<file path="src/design/aso_pkg.sv">
package aso_pkg;

	localparam int unsigned NUM_CHANNELS_DEF = 2;

	localparam int unsigned CFG_IDX_W  = 1;
	localparam int unsigned CFG_DATA_W = 7;

	localparam logic [CFG_IDX_W-1:0] CFG_SETTLE     = 1'd0;
	localparam logic [CFG_IDX_W-1:0] CFG_OVERSAMPLE = 1'd1;

	localparam logic [3:0] SETTLE_RST    = 4'd1;
	localparam logic [6:0] OVERSAMPLE_RST = 7'd16;
	localparam logic [6:0] OVERSAMPLE_MAX = 7'd64;

	localparam logic REQ_SAMPLE = 1'b0;
	localparam logic REQ_READ   = 1'b1;

	typedef struct packed {
		logic       req_type;
		logic [9:0] sample_value;
		logic [2:0] read_channel;
	} aso_in_t;

	typedef struct packed {
		logic [15:0] read_value;
		logic [2:0]  active_channel;
		logic        result_stored;
	} aso_out_t;

endpackage

</file>
<file path="src/design/adc_scan_oversampler_unit.sv">
// ADC channel scanner with settling discard and oversampling accumulation.
// Input channel (in_valid/in_ready/in_data): one beat is either a converter
// sample for the active channel or a read request for one channel's stored sum.
// Output channel (out_valid/out_ready/out_data): exactly one result beat per
// input beat, in order, carrying the read value, the channel to sample next and
// a flag set when a sample completed a channel sum.
// Configuration: cfg_wr_en writes cfg_data to register cfg_index (0 = settle
// samples, 1 = oversample count) at the clock edge; write only while idle.
// A beat held in the input stage moves into the output register once it can
// advance. Throughput: one beat per cycle while out_ready is high; the
// accumulator add, the count compare and the channel advance are
// combinational between the input stage and the output register.
// Reset (arst_n low): accumulator, sample count, active channel and all stored
// channel sums clear; registers return to settle 1, oversample 16.
// Stall: with out_ready low the output register holds its beat and the input
// stage still takes one more beat; in_ready drops once both are full.
module adc_scan_oversampler_unit #(
	parameter int unsigned NUM_CHANNELS = aso_pkg::NUM_CHANNELS_DEF
) (
	input  logic                            clk,
	input  logic                            arst_n,
	input  logic                            cfg_wr_en,
	input  logic [aso_pkg::CFG_IDX_W-1:0]   cfg_index,
	input  logic [aso_pkg::CFG_DATA_W-1:0]  cfg_data,
	input  logic                            in_valid,
	output logic                            in_ready,
	input  aso_pkg::aso_in_t                in_data,
	output logic                            out_valid,
	input  logic                            out_ready,
	output aso_pkg::aso_out_t               out_data
);
	import aso_pkg::*;

	aso_in_t  item_s1;
	logic     vld_s1;
	aso_out_t res;
	aso_out_t res_s2;
	logic     vld_s2;
	logic     advance;

	assign advance  = vld_s1 && (!vld_s2 || out_ready);
	assign in_ready = !vld_s1 || advance;

	always_ff @(posedge clk or negedge arst_n) begin
		if (!arst_n) begin
			vld_s1 <= 1'b0;
		end else if (in_ready) begin
			vld_s1 <= in_valid;
		end
	end

	always_ff @(posedge clk) begin
		if (in_valid && in_ready) begin
			item_s1 <= in_data;
		end
	end

	aso_core #(
		.NUM_CHANNELS(NUM_CHANNELS)
	) u_core (
		.clk      (clk),
		.arst_n   (arst_n),
		.cfg_wr_en(cfg_wr_en),
		.cfg_index(cfg_index),
		.cfg_data (cfg_data),
		.step     (advance),
		.item     (item_s1),
		.res      (res)
	);

	always_ff @(posedge clk or negedge arst_n) begin
		if (!arst_n) begin
			vld_s2 <= 1'b0;
		end else if (advance) begin
			vld_s2 <= 1'b1;
		end else if (out_ready) begin
			vld_s2 <= 1'b0;
		end
	end

	always_ff @(posedge clk) begin
		if (advance) begin
			res_s2 <= res;
		end
	end

	assign out_valid = vld_s2;
	assign out_data  = res_s2;

endmodule

</file>
<file path="src/design/aso_core.sv">
module aso_core #(
	parameter int unsigned NUM_CHANNELS = aso_pkg::NUM_CHANNELS_DEF
) (
	input  logic                            clk,
	input  logic                            arst_n,
	input  logic                            cfg_wr_en,
	input  logic [aso_pkg::CFG_IDX_W-1:0]   cfg_index,
	input  logic [aso_pkg::CFG_DATA_W-1:0]  cfg_data,
	input  logic                            step,
	input  aso_pkg::aso_in_t                item,
	output aso_pkg::aso_out_t               res
);
	import aso_pkg::*;

	localparam int unsigned IdxW = (NUM_CHANNELS > 1) ? $clog2(NUM_CHANNELS) : 1;

	logic [3:0]  settle_q;
	logic [6:0]  oversample_q;
	logic [15:0] sum_q;
	logic [6:0]  cnt_q;
	logic [2:0]  chan_q;
	logic [15:0] sums_q [NUM_CHANNELS];

	logic [6:0]  eff_count;
	logic [6:0]  last_cnt;
	logic        is_sample;
	logic        in_settle;
	logic        done;
	logic [15:0] sum_acc;
	logic [2:0]  chan_nxt;
	logic        rd_hit;

	always_comb begin
		if (oversample_q == 7'd0) begin
			eff_count = 7'd1;
		end else if (oversample_q > OVERSAMPLE_MAX) begin
			eff_count = OVERSAMPLE_MAX;
		end else begin
			eff_count = oversample_q;
		end
	end

	assign last_cnt  = {3'd0, settle_q} + eff_count - 7'd1;
	assign is_sample = (item.req_type == REQ_SAMPLE);
	assign in_settle = (cnt_q >= {3'd0, settle_q});
	assign done      = (cnt_q >= last_cnt);
	assign sum_acc   = in_settle ? (sum_q + {6'd0, item.sample_value}) : sum_q;
	assign chan_nxt  = (({1'b0, chan_q} + 4'd1) >= 4'(NUM_CHANNELS)) ? 3'd0 : (chan_q + 3'd1);
	assign rd_hit    = ({1'b0, item.read_channel} < 4'(NUM_CHANNELS));

	always_comb begin
		res.read_value     = (!is_sample && rd_hit) ? sums_q[item.read_channel[IdxW-1:0]] : 16'd0;
		res.active_channel = (is_sample && done) ? chan_nxt : chan_q;
		res.result_stored  = is_sample && done;
	end

	always_ff @(posedge clk or negedge arst_n) begin
		if (!arst_n) begin
			settle_q     <= SETTLE_RST;
			oversample_q <= OVERSAMPLE_RST;
		end else if (cfg_wr_en) begin
			unique case (cfg_index)
				CFG_SETTLE:     settle_q     <= cfg_data[3:0];
				CFG_OVERSAMPLE: oversample_q <= cfg_data;
				default: ;
			endcase
		end
	end

	always_ff @(posedge clk or negedge arst_n) begin
		if (!arst_n) begin
			sum_q  <= 16'd0;
			cnt_q  <= 7'd0;
			chan_q <= 3'd0;
			for (int i = 0; i < NUM_CHANNELS; i++) begin
				sums_q[i] <= 16'd0;
			end
		end else if (step && is_sample) begin
			if (done) begin
				sums_q[chan_q[IdxW-1:0]] <= sum_acc;
				sum_q  <= 16'd0;
				cnt_q  <= 7'd0;
				chan_q <= chan_nxt;
			end else begin
				sum_q <= sum_acc;
				cnt_q <= cnt_q + 7'd1;
			end
		end
	end

endmodule

</file>
<file path="config.mk">
export PLATFORM = sky130hd
export DESIGN_NAME = adc_scan_oversampler_unit
export DESIGN_NICKNAME = d
export VERILOG_FILES = /design/src/design/aso_pkg.sv /design/src/design/adc_scan_oversampler_unit.sv /design/src/design/aso_core.sv
export SDC_FILE = /design/constraint.sdc
export NUM_CORES = 1
export LEC_CHECK = 0
export BUFFER_PORTS_ARGS = -buffer_cell sky130_fd_sc_hd__clkbuf_2
export CAP_MARGIN = 20
export CORE_MARGIN = 1
export CORE_UTILIZATION = 55
export CTS_CLUSTER_SIZE = 30
export DETAILED_ROUTE_END_ITERATION = 7
export GPL_ROUTABILITY_DRIVEN = 1
export PLACE_DENSITY = 0.75
export REMOVE_ABC_BUFFERS = 1
export SYNTH_ARGS = -nofsm -noshare
export SYNTH_HDL_FRONTEND = slang
export SYNTH_SLANG_ARGS = --single-unit
</file>
<file path="constraint.sdc">
create_clock -name clk -period 4.05 [get_ports clk]
set_input_delay 0.6075 -clock clk [delete_from_list [all_inputs] [get_ports clk]]
set_output_delay 0.6075 -clock clk [all_outputs]
set_load 0.1 [all_outputs]
</file>
== Word-level counts from Yosys, hierarchy flattened ==
Index checks and enable logic that the tools add are counted.
Cells by class
  add/sub/neg operators: 6
  magnitude comparators: 8
  mux-type cells: 15
  bitwise operators: 4
  reductions and logical operators: 15
Operators with widths (count)
  two-way mux 16 bit: 6
  bitwise mux 32 bit: 1
  two-way mux 7 bit: 3
  adder 16 x 10 -> 16 bit: 1
  demux 16 bit (select 1 bit): 1
  adder 4 x 7 -> 7 bit: 1
  adder 7 x 1 -> 7 bit, second input constant: 1
  >= comparator 7 x 4 -> 1 bit: 1
  >= comparator 7 bit: 1
  > comparator 7 bit, second input constant: 1
  logical NOT 7 bit: 1
  subtractor 7 x 1 -> 7 bit, second input constant: 1
  logical AND 1 bit: 6
  two-way mux 3 bit: 2
  AND reduction 2 bit: 3
  adder 3 x 1 -> 4 bit, second input constant: 1
  >= comparator 2 bit, second input constant: 2
  >= comparator 4 x 2 -> 1 bit, second input constant: 1
  NOT 1 -> 2 bit: 2
  adder 3 x 1 -> 3 bit, second input constant: 1
  < comparator 3 x 2 -> 1 bit, second input constant: 1
  logical NOT 1 bit: 2
  logical OR 1 bit: 2
  < comparator 2 x 1 -> 1 bit, second input constant: 1
  other kinds (3): 5
Word-level totals
  bits in registers: 105
  input bits: 27
  output and inout bits: 22
  logic and storage cells: 63

== Depth between registers and ports, before layout ==
  depth after elaboration: 8
  depth in mapped cells: 20
  gate-level depth less buffers: 18

== By module ==
From an unflattened synthesis, not the netlist that was laid out.
Unflattened totals
  cells, all modules: 476
  area total of the unflattened synthesis: 5346.4 um^2
By module, submodules not included
  aso_core: instances 1, cells an instance 434, area an instance 4221.5 um^2, seq. area each 1729.2 um^2
  adc_scan_oversampler_unit: instances 1, cells an instance 42, area an instance 1124.8 um^2, seq. area each 1071.0 um^2

== Worst setup path after synthesis ==
OpenSTA, ideal clock, no wires.
  kind: reg2reg
  start: register u_core.oversample_q[3]
  end: register u_core.sum_q[15]
  setup time: 69 ps
  data arrival time: 3416 ps
  data required time: 3981 ps
  slack: 565 ps
  stages on the path, launching flop included: 19
  path buffers: 0
  clock period less this slack: 3485 ps
  cell sequence: dfrtp_1 -> or4_1 -> nor2_1 -> o21bai_1 -> ha_1 -> inv_1 -> ha_1 -> a21o_1 -> a21oi_1 -> o21bai_1 -> a21oi_1 -> xor2_1 -> ha_1 -> a21oi_1 -> and3_1 -> o21a_2 -> nand2_1 -> or4_1 -> nand3_1
Between the ends
  word-level cells in the longest chain between the ends: 7
  elaborated cells between the ends (all ways): 8
  those cells by class: 2 x add/sub; 2 x order compare; 3 x mux; 1 x reduce/logical
RTL lines
  start: declaration: RTL line aso_core.sv:18  | logic [6:0] oversample_q;
  start signal: assignment: RTL line aso_core.sv:64  | CFG_OVERSAMPLE: oversample_q <= cfg_data;
  > comparator 7 bit: RTL line aso_core.sv:36  | end else if (oversample_q > OVERSAMPLE_MAX) begin
  two-way mux 7 bit: RTL line aso_core.sv:36
  two-way mux 7 bit (*): RTL line aso_core.sv:34  | if (oversample_q == 7'd0) begin
  adder 4 x 7 -> 7 bit (*): RTL line aso_core.sv:43  | assign last_cnt = {3'd0, settle_q} + eff_count - 7'd1;
  subtractor 7 x 1 -> 7 bit (*): RTL line aso_core.sv:43
  >= comparator 7 bit (*): RTL line aso_core.sv:46  | assign done = (cnt_q >= last_cnt);
  two-way mux 16 bit (*): RTL line aso_core.sv:79  | if (done) begin
  end signal: assignment: RTL line aso_core.sv:85  | sum_q <= sum_acc;
  end: declaration: RTL line aso_core.sv:19  | logic [15:0] sum_q;
Every way passes the cells marked *; elsewhere a longest branch is shown, timed or not.
A chain may end at the register's enable or synchronous reset.

== Final worst setup path ==
  start: register u_core.oversample_q[3]
  end: register u_core.sums_q[2] (netlist name)
Between the ends
  word-level cells in the longest chain between the ends: 7
  elaborated cells between the ends (all ways): 8
  those cells by class: 2 x add/sub; 2 x order compare; 2 x mux; 2 x reduce/logical
RTL lines
  > comparator 7 bit: RTL line aso_core.sv:36
  two-way mux 7 bit: RTL line aso_core.sv:36
  two-way mux 7 bit (*): RTL line aso_core.sv:34
  adder 4 x 7 -> 7 bit (*): RTL line aso_core.sv:43
  subtractor 7 x 1 -> 7 bit (*): RTL line aso_core.sv:43
  >= comparator 7 bit (*): RTL line aso_core.sv:46
  AND reduction 2 bit (no source line) (*)
  end signal: indexed assignment: RTL line aso_core.sv:80  | sums_q[chan_q[IdxW-1:0]] <= sum_acc;
  end: declaration: RTL line aso_core.sv:22  | logic [15:0] sums_q [NUM_CHANNELS];
Marked as above.

==> results.json <==
{
  "cts_hold_buf": 0,
  "grt_pass1_vias": 3394,
  "rsz0062_at_grt": "false",
  "grt_max_degree": 40,
  "cts_tree": "done",
  "fin_crit_ns": 3.77,
  "setup.worst_path.start": "u_core.oversample_q[3]",
  "relSlewSlack_pct": 38.3,
  "worst_slew_pin_slew_ns": 0.926,
  "post-dp-hpwl_mm": 6.86,
  "drc_errors": 0,
  "nFillCells": 743,
  "htreeDepth": 3,
  "arrival_ns": 4.03,
  "io_pins": 49,
  "ys.flop_type": "dfrtp_1",
  "grt_use_total_pct": 20.3,
  "drive_above_1_share_pct": 17.9,
  "area_growth_pct": 12.9,
  "worstSetupPathType": "flip-flop to flip-flop",
  "clkLatencyLatePin_ns": 0.37,
  "drtIter0Drc": 130,
  "clock_skew_ns": 0.0178,
  "final_nets": 594,
  "core.rowCount": 35,
  "end_kind": "flip-flop",
  "coreArea_um2": 9240,
  "critical_path.most_common_cell": "ha_1",
  "synth_area_leaders": "dfrtp_1 33%, edfxtp_1 19%, ha_1 7.8%, mux2i_1 5.1%, o21ai_0 3.6%",
  "grt_pass1_wl_mm": 15.9,
  "layout.cells.non_filler": 666,
  "numCtsBuffers": 9,
  "critPathRequiredTime_ns": 4.31,
  "clock-root-buffer": "clkbuf_8",
  "yosysTopAreaCell": "dfrtp_1",
  "status": "finished, final reports clean",
  "reg2reg_to": "u_core.sums_q[2]",
  "r2r_cells": 18,
  "synth_cell_type_count": 48,
  "place_congestion": 0.806,
  "chipHeight_um": 99.9,
  "fin_crit_sh_pct": 93.1,
  "dp_worst_setup_slack_ns": 0.237,
  "setup_viol": 0,
  "synth-edff-count": 34,
  "p_leak_uw": 0.00271,
  "ys_warn_count": 0,
  "synth_seq_cells": 105,
  "port_buffers": 48,
  "fmax_mhz": 265,
  "ys_seq_area_share_pct": 53.1,
  "grt-ovfl-total": 0,
  "vias": 3635,
  "die_w_um": 99.9,
  "layout_common_cells": "69 x dfrtp_1, 47 x clkbuf_2, 40 x nand2_1",
  "antennaDiodeCount": 0,
  "fin_ws_ns": 0.279,
  "antenna_found_initial": 0,
  "maxCapViolations": 0,
  "async_reset_ff_share_pct": 67.6,
  "cp_cell_sequence": "or4_1 -> nor2_1 -> o21bai_1 -> ha_1 -> inv_1 -> ha_1 -> a21o_1 -> a21oi_1 -> o21bai_1 -> a21oi_1 -> xor2_1 -> ha_1 -> nand4_1 -> and3_1 -> o21a_4 -> nor3_4 -> buf_12 -> mux2_2",
  "avgSynthCellArea_um2": 11.0,
  "endpoint": "u_core.sums_q[2]",
  "clk_path_buf_depth": 2,
  "wl_mm": 9.58,
  "die_area_um2": 9980,
  "routedWlPerCell_um": 14.4,
  "synth_top_area_share_pct": 32.8,
  "drv_slew": 0,
  "initial_core_util_pct": 57.0,
  "cp_max_fo": 15,
  "start_kind": "flip-flop",
  "final_common_cell": "dfrtp_1",
  "slowest_delay_ns": 0.52,
  "viasPerCell": 5.46,
  "first_pass_iters": 4,
  "ant_nets": 0,
  "rr_startpoint": "u_core.oversample_q[3]",
  "min-delay-path-class": "input port to async pin",
  "clk_pin_slew_ns": 0.11,
  "powerDensity_nw_per_um2": 635,
  "clock-sinks": 105,
  "syn_inst": 477,
  "critPathSlowestCell": "or4_1",
  "hold_viol_final": 0,
  "syn_area_um2": 5270,
  "rrSetupSlack_ns": 0.28,
  "dpl.cell_count": 648,
  "peakVddDrop_uv": 303
}
[sequential cells by signal (all words and copies together) (netlist names)]
| register | count |
|---|---|
| u_core.cnt_q | 7 |
| vld_s1 | 1 |
| out_valid | 1 |
| u_core.sums_q | 32 |
| out_data | 20 |
| item_s1 | 14 |
| u_core.oversample_q | 7 |
| u_core.sum_q | 16 |
| u_core.chan_q | 3 |
| u_core.settle_q | 4 |
[report_power, final]
part | switching [µW] | total [µW] | internal (µW)
clock network | 371 | 701 | 331
logic | 957 | 1540 | 584
registers | 187 | 1530 | 1350
[layer usage]
layer  wire length (µm)  global-route usage (%)  share of wire, %  vias up
met5                  0                       0                 0        -
li1                   -                       -                 -     1811
met1               4430                    27.3                46     1737
met4                 27                    5.43              0.28        0
met3                416                    3.69               4.3        2
met2               4720                    34.2                49       85
[cells by family (layout without fill, tap and decap cells)]
group                      Yosys count  after routing  synth area share [%]
muxes                               36             36                  7.05
and+or+nand+nor                    140            140                  12.7
adders and majority gates           35             35                  8.60
xor gates and xnor gates            18             18                  2.99
DFF                                105            105                  53.1
buffers and inverters               40            100                  3.11
AOI/OAI and AO/OA                  103            103                  12.4
[worst min path at each step]
stage / end / depth (start not counted)
finish: vld_s1 / 1
global route: item_s1[6] / 1
CTS: vld_s1 / 1
detailed placement: u_core.sums_q[16] / 2
global placement: u_core.sums_q[17] / 2
floorplan: out_valid / 0
[repair_timing]
action	4_1_cts	5_1_grt
buffers inserted	0	1
resized for setup	0	3
setup endpoints to repair	0	6
[through the flow]
stage               setup TNS (ns)  hold WS (ns)  power (µW)  util [%]  instance area (µm²)
floorplan                   -0.449         0.312        2690         -                 5200
global placement                 0         0.460        3010      61.5                 5680
detailed placement               0         0.469        3070      61.5                 5680
CTS                              0         0.361        3770      63.9                 5900
global route                     0         0.381        4040      64.4                 5950
finish                           0         0.330        3770      64.4                 5950
[critical path, delay by kind of cell, from the launching register on]
kind	cells	cell delay, ns
muxes	1	0.33
DFF	1	0.40
adders and majority gates	3	0.69
xor gates and xnor gates	1	0.14
and+or+nand+nor	5	1.17
AOI/OAI and AO/OA	6	0.69
buffers and inverters	2	0.23
[cell type report]
cell class	instances	area, µm²	share of cell area [%]
multi-input cells	332	2320	39.0
well taps	129	161	2.71
clock buffers	11	151	2.55
inverters	25	93.8	1.58
repair buffers	59	353	5.93
clock inverters	5	70.1	1.18
flip-flops and latches	105	2800	47.1
[Yosys cell counts, types with 2 or more instances]
master	instances
and3_1	6
buf_2	8
xnor2_1	11
or4_1	3
dfstp_2	2
edfxtp_1	34
nor2_1	39
o211ai_1	2
xor2_1	7
nand4_1	6
ha_1	33
o21ai_0	38
a22o_1	7
o21ai_1	2
nand2_1	40
a21o_1	6
nand2b_1	13
nor2b_1	4
clkbuf_1	6
o31ai_1	4
nand3_1	17
a31oi_1	4
and2_1	3
a21oi_1	26
or3_1	4
mux2i_1	27
inv_1	25
fa_1	2
o21bai_1	3
dfrtp_1	69
mux2_2	9
(Power assumes the default switching activity.)
